==> config.mk <==
export PLATFORM = sky130hd
export DESIGN_NAME = fbpa_ctrl
export DESIGN_NICKNAME = d
export VERILOG_FILES = /design/src/rtl/core/fbpa_pkg.sv /design/src/rtl/core/fbpa_ctrl.sv
export SDC_FILE = /design/constraint.sdc
export NUM_CORES = 1
export LEC_CHECK = 0
export ABC_AREA = 1
export BUFFER_PORTS_ARGS = -buffer_cell sky130_fd_sc_hd__buf_4
export CAP_MARGIN = 30
export CORE_AREA = 2 2 39 41
export CTS_CLUSTER_DIAMETER = 200
export DETAILED_ROUTE_END_ITERATION = 12
export DIE_AREA = 0 0 41 43
export GPL_TIMING_DRIVEN = 0
export PLACE_DENSITY = 0.58
export SLEW_MARGIN = 20
export SYNTH_ARGS = -nofsm -noshare
export SYNTH_HDL_FRONTEND = slang
export SYNTH_SLANG_ARGS = --single-unit
==> constraint.sdc <==
create_clock -name i_clk -period 1.05 [get_ports i_clk]
set_input_delay 0.1575 -clock i_clk [delete_from_list [all_inputs] [get_ports i_clk]]
set_output_delay 0.1575 -clock i_clk [all_outputs]
set_load 0.1 [all_outputs]
==> src/rtl/core/fbpa_pkg.sv <==
// Shared codes, widths and control types of the fixed block pool allocator.
package fbpa_pkg;

    // Operation codes carried on the input tuser
    localparam logic [1:0] OP_ALLOC = 2'd0;
    localparam logic [1:0] OP_FREE  = 2'd1;
    localparam logic [1:0] OP_BUILD = 2'd2;
    localparam logic [1:0] OP_NOP   = 2'd3;

    // Result status codes carried on the output tuser
    localparam logic [1:0] ST_OK    = 2'd0;
    localparam logic [1:0] ST_EMPTY = 2'd1;
    localparam logic [1:0] ST_MISS  = 2'd2;

    // Configuration register indexes
    localparam logic [1:0] CFG_BASE  = 2'd0;
    localparam logic [1:0] CFG_SIZE  = 2'd1;
    localparam logic [1:0] CFG_COUNT = 2'd2;

    localparam int OP_W     = 2;
    localparam int ST_W     = 2;
    localparam int CFG_IDX_W = 2;
    localparam int CFG_W    = 32;
    localparam int OUT_ADDR_W = 32;
    localparam int SIZE_W   = 16;
    localparam int COUNT_W  = 7;
    localparam int USED_W   = 22;
    localparam int FCNT_W   = 7;

    localparam logic [SIZE_W-1:0]  SIZE_RESET = 16'd64;
    localparam logic [USED_W-1:0]  USED_MAX   = 22'h3F_FFFF;
    localparam logic [FCNT_W-1:0]  FCNT_MAX   = 7'd127;

    // Commands from the controller to the datapath
    typedef struct packed {
        logic            accept;      // latch key, clear result
        logic            set_st;      // override result status
        logic [ST_W-1:0] st;
        logic            alloc_wr;    // pop, record in use
        logic            scan_start;
        logic            scan_step;
        logic            mv_rd;       // read last in-use entry
        logic            mv_wr;       // fill hole, push key
        logic            bld_start;
        logic            bld_step;
        logic            out_load;
    } t_cmd;

    // Status from the datapath to the controller
    typedef struct packed {
        logic stk_empty;
        logic iu_empty;
        logic scan_hit;
        logic scan_miss;
        logic bld_done;
        logic out_free;
    } t_sts;

endpackage

==> src/rtl/core/fbpa_ctrl.sv <==
// Sequencing state machine of the fixed block pool allocator.
module fbpa_ctrl (
    input  logic                      i_clk,
    input  logic                      i_rst_n,
    input  logic                      i_valid,
    input  logic [fbpa_pkg::OP_W-1:0] i_op,
    input  fbpa_pkg::t_sts            i_sts,
    output logic                      o_ready,
    output fbpa_pkg::t_cmd            o_cmd
);

    localparam logic [2:0] S_IDLE  = 3'd0;
    localparam logic [2:0] S_ALLOC = 3'd1;
    localparam logic [2:0] S_SCAN  = 3'd2;
    localparam logic [2:0] S_MV_RD = 3'd3;
    localparam logic [2:0] S_MV_WR = 3'd4;
    localparam logic [2:0] S_BUILD = 3'd5;
    localparam logic [2:0] S_DONE  = 3'd6;

    logic [2:0] r_state;
    logic [2:0] n_state;

    assign o_ready = (r_state == S_IDLE);

    always_comb begin
        n_state = r_state;
        o_cmd   = '0;
        case (r_state)
            S_IDLE: begin
                if (i_valid) begin
                    o_cmd.accept = 1'b1;
                    case (i_op)
                        fbpa_pkg::OP_ALLOC: begin
                            if (i_sts.stk_empty) begin
                                o_cmd.set_st = 1'b1;
                                o_cmd.st     = fbpa_pkg::ST_EMPTY;
                                n_state      = S_DONE;
                            end else begin
                                n_state      = S_ALLOC;
                            end
                        end
                        fbpa_pkg::OP_FREE: begin
                            if (i_sts.iu_empty) begin
                                o_cmd.set_st = 1'b1;
                                o_cmd.st     = fbpa_pkg::ST_MISS;
                                n_state      = S_DONE;
                            end else begin
                                o_cmd.scan_start = 1'b1;
                                n_state          = S_SCAN;
                            end
                        end
                        fbpa_pkg::OP_BUILD: begin
                            o_cmd.bld_start = 1'b1;
                            n_state         = S_BUILD;
                        end
                        default: begin
                            n_state = S_DONE;
                        end
                    endcase
                end
            end
            S_ALLOC: begin
                o_cmd.alloc_wr = 1'b1;
                n_state        = S_DONE;
            end
            S_SCAN: begin
                o_cmd.scan_step = 1'b1;
                if (i_sts.scan_hit) begin
                    n_state = S_MV_RD;
                end else if (i_sts.scan_miss) begin
                    o_cmd.set_st = 1'b1;
                    o_cmd.st     = fbpa_pkg::ST_MISS;
                    n_state      = S_DONE;
                end
            end
            S_MV_RD: begin
                o_cmd.mv_rd = 1'b1;
                n_state     = S_MV_WR;
            end
            S_MV_WR: begin
                o_cmd.mv_wr = 1'b1;
                n_state     = S_DONE;
            end
            S_BUILD: begin
                if (i_sts.bld_done) begin
                    n_state = S_DONE;
                end else begin
                    o_cmd.bld_step = 1'b1;
                end
            end
            S_DONE: begin
                if (i_sts.out_free) begin
                    o_cmd.out_load = 1'b1;
                    n_state        = S_IDLE;
                end
            end
            default: begin
                n_state = S_IDLE;
            end
        endcase
    end

    always_ff @(posedge i_clk) begin
        if (!i_rst_n) begin
            r_state <= S_IDLE;
        end else begin
            r_state <= n_state;
        end
    end

endmodule

# After elaboration in Yosys (flattened, before gate mapping)

Cells that the tools add are included.

Register bits after elaboration: 3
Bits of input ports: 11
Output and inout port bits: 13
Word-level logic and storage cells: 49

Eq/ne operators: 12
Muxes and demuxes: 32
Reductions and logical operators: 4

Operator list:

| kind                                                 | number |
|---|---|
| 2-to-1 mux 3 bit                                     | 11 |
| one-hot mux 3 bit (6 select lines)                   | 1 |
| 2-to-1 mux 1 bit                                     | 16 |
| one-hot mux 3 bit (2 select lines)                   | 2 |
| equality test 3 bit (second input constant)          | 3 |
| one-hot mux 3 bit (3 select lines)                   | 1 |
| equality test 3 x 2 -> 1 bit (second input constant) | 2 |
| inequality test 2 bit (second input constant)        | 3 |
| 2-to-1 mux 4 bit                                     | 1 |
| AND reduction 4 bit                                  | 1 |
| equality test 3 x 1 -> 1 bit (second input constant) | 1 |
| zero test 3 bit                                      | 1 |
| inequality test 3 bit (second input constant)        | 1 |
| equality test 2 x 1 -> 1 bit (second input constant) | 1 |
| equality test 2 bit (second input constant)          | 1 |
| zero test 2 bit                                      | 1 |
| OR reduction 2 bit                                   | 1 |

# Longest topological paths before layout

Depth after elaboration: 4
Mapped depth: 7
Depth with buffers taken out: 7

# Least setup slack after synthesis

No wires, ideal clock.

Path type: reg-to-output
Start: register r_state[2]
End: output o_cmd[2] (netlist bit)
Arrival: 3275 ps
Required time: 892 ps
Slack: -2383 ps
Cell stages (with the launch flop): 6
Buffers on the path: 0
Cells stage by stage: dfxtp_1 -> nor2_4 -> nand2_2 -> nor2_4 -> inv_2 -> nor3_1

RTL lines:

| item                   | line             | RTL |
|---|---|---|
| from (decl)            | fbpa_ctrl.sv:20  | `logic [2:0] r_state;` |
| from (signal assigned) | fbpa_ctrl.sv:107 | `r_state <= n_state;` |
| to (decl)              | fbpa_ctrl.sv:9   | `output fbpa_pkg::t_cmd o_cmd` |

==> impl_metrics.tcl <==
set metrics [dict create \
    cts_tree "done" \
    largest_register_ffs 3 \
    start_util_pct 25.1 \
    final_antenna_net_count 0 \
    postSynthAreaPerCell_sq_um 5.70 \
    crit_slowest_cell "dfxtp_4" \
    max_freq_ghz 0.632 \
    cts_max_level 1 \
    syn_area_sq_um 348 \
    finalWirelength_microns 1180 \
    cp.required_ps 890 \
    largest_register "r_state" \
    power_mw 2.56 \
    yosysSeqAreaShare_pct 17.3 \
    clkTransAtPathRegs_ps 40 \
    antenna_found_initial 0 \
    grt_first_pass_wirelength_microns 1880 \
    p_leak_nw 0.409 \
    slew_viol_final 0 \
    top_layer_used "met3" \
    drt_iter0_drc 11 \
    die_x_microns 41 \
    rsz0062_at_grt "yes" \
    fillerInstances 110 \
    drc 0 \
    final.setup_skew_ps 8.06 \
    violations "setup timing" \
    crit_chain "nor2_4 -> buf_4 -> nand2_4 -> inv_4 -> nand3_2 -> o21ai_4 -> or2_4 -> buf_12" \
    dp_hpwl_microns 758 \
    track_usage_pct 14.7 \
    final_nets 109 \
    cts_sinks 3 \
    wirelength_met1_microns 488 \
    hp-class "input port to register" \
    critical_path.max_stage_delay_ps 380 \
    dieArea_sq_mm 0.00176 \
    seqCellArea_sq_um 71.3 \
    wl_per_cell_microns 10.4 \
    io_pins 24 \
    setup_slack_ps -532 \
    clockBufferDepth 2 \
    cts_root_buf "clkbuf_4" \
    period_needed_ps 1580 \
    ys_ff_latch 3 \
    drv_cap 0 \
    start_kind "register" \
    port_buffers 23 \
    crit_path_end_kind "primary output" \
    cellPowerDensity_mw_per_mm2 2820 \
    vdd_drop_max_uv 2070 \
    clock_latency_ps 240 \
    overflow 0 \
    ys_types 16 \
    grt_max_degree 8 \
    globalplace.congestion 0.750 \
    met3_wirelength_microns 65 \
    worstPathArrival_ps 1420 \
    outcome "complete, but fails checks" \
    postSynthCellCount 61 \
    syn_to_final_growth_pct 161 \
    finish.utilization_pct 65.6 \
    rows 14 \
    crit_type "register to primary output" \
    tightest_slew_ps 250 \
    slew_headroom_pct 83.2 \
    crit_fanout 4 \
    vias 511 \
    layout-drive-gt1-share_pct 69.1 \
    core_sq_mm 0.00138 \
    first_pass_iters 2 \
    finalCritPeriodShare_pct 151 \
    synth_nets 72 \
    multiInputGateArea_sq_um 338 \
    wl_met2_microns 625 \
    die_y_microns 43 \
    yosys_warnings 0 \
    antenna_cells 0 \
    via_per_inst 4.52 \
    reg_top3 "r_state: 3 flops" \
    numCtsBuffers 3 \
    grt_pass1_vias 477 \
    hold_viol 0 \
    setup_violations 16 \
]
==> stage by stage <==
step                      setup WS [ps]  area [sq um]  setup TNS, ps  hold WS (ps)  instances
after floorplan                   -1400           420          -9880           282         61
after global placement             -495           613          -2910           420        100
after detailed placement           -504           613          -3090           414        100
after CTS                          -532           828          -5250           169        110
after global routing               -584           908          -5940           181        113
final                              -532           908          -5010           169        113
==> worst max-delay path: cells and delay by family (launching register included) <==
family | cells | cell delay (ps)
and+or+nand+nor | 4 | 420
DFF | 1 | 380
buffers and inverters | 3 | 330
AOI/OAI and AO/OA | 1 | 60
==> final cells by class <==
cell class | count | area share, %
clock buffer | 4 | 2.89
inverter | 12 | 7.16
timing repair buffer | 32 | 42.7
tap | 16 | 2.20
sequential | 3 | 7.85
multi-input combinational | 46 | 37.2
==> path summary, 6_finish.rpt <==
| check | depth (start not counted) | end | startpoint | slack (ps) |
|---|---|---|---|---|
| setup / recovery | 8 | o_cmd[10] | r_state[0] | -530 |
| hold / removal | 3 | r_state[2] | i_rst_n | 170 |
| setup reg to reg | 7 | r_state[2] | r_state[0] | -180 |
| hold reg to reg | 3 | r_state[2] | r_state[2] | 660 |
==> Yosys cell counts <==
cell type	number	area (sq um)
nor2_4	2	22.5
nor2_1	9	33.8
dfxtp_1	3	60.1
inv_2	3	11.3
o21ai_0	2	10.0
or2_1	1	6.26
nand3_1	6	30.0
o21ai_2	1	8.76
a21oi_1	4	20.0
nand2_2	3	18.8
nor3_1	5	25.0
o21ai_1	1	5.00
inv_1	9	33.8
nand3_2	2	20.0
nor2_2	2	12.5
nand2_1	8	30.0
==> logic make-up (layout without fill, tap and decap cells) <==
kind of cell / after synthesis / count (layout) / synth area share (%)
AOI/OAI and AO/OA: 8 / 8 / 12.6
and+or+nand+nor: 38 / 38 / 57.2
buffers and inverters: 12 / 48 / 12.9
DFF: 3 / 3 / 17.3
==> report_power, final <==
group	leakage (nW)	internal, mW	switching [mW]
clock	0.0150	0.143	0.0650
combinational	0.367	0.753	1.32
sequential	0.0267	0.177	0.0983
==> placed cells by master, fill, tap and decap left out, types with 2 or more instances in the layout <==
| cell type | count |
|---|---|
| buf_4 | 17 |
| buf_12 | 10 |
| nor2_1 | 7 |
| nand3_1 | 6 |
| nor2_4 | 5 |
| inv_1 | 5 |
| nand2_1 | 5 |
| nand2_2 | 4 |
| buf_6 | 4 |
| inv_4 | 3 |
| nor3_4 | 3 |
| a21oi_1 | 3 |
| clkbuf_4 | 3 |
| dfxtp_4 | 3 |
| nand2_4 | 2 |
| clkinvlp_4 | 2 |
| nand3_2 | 2 |
| nor3_2 | 2 |
| o21ai_0 | 2 |
==> routing by layer <==
layer	global-route usage, %	vias up
met3	2.62	0
met2	23.4	15
met5	0	-
li1	-	266
met4	2.00	0
met1	20.5	230
==> repair_timing <==
item | in CTS | in global routing
buffers inserted | 6 | 3
pin swaps | 8 | 2
endpoints found under the setup margin | 16 | 16
resized for setup | 39 | 15
hold buffers | 0 | 0
(Power assumes the default switching activity.)
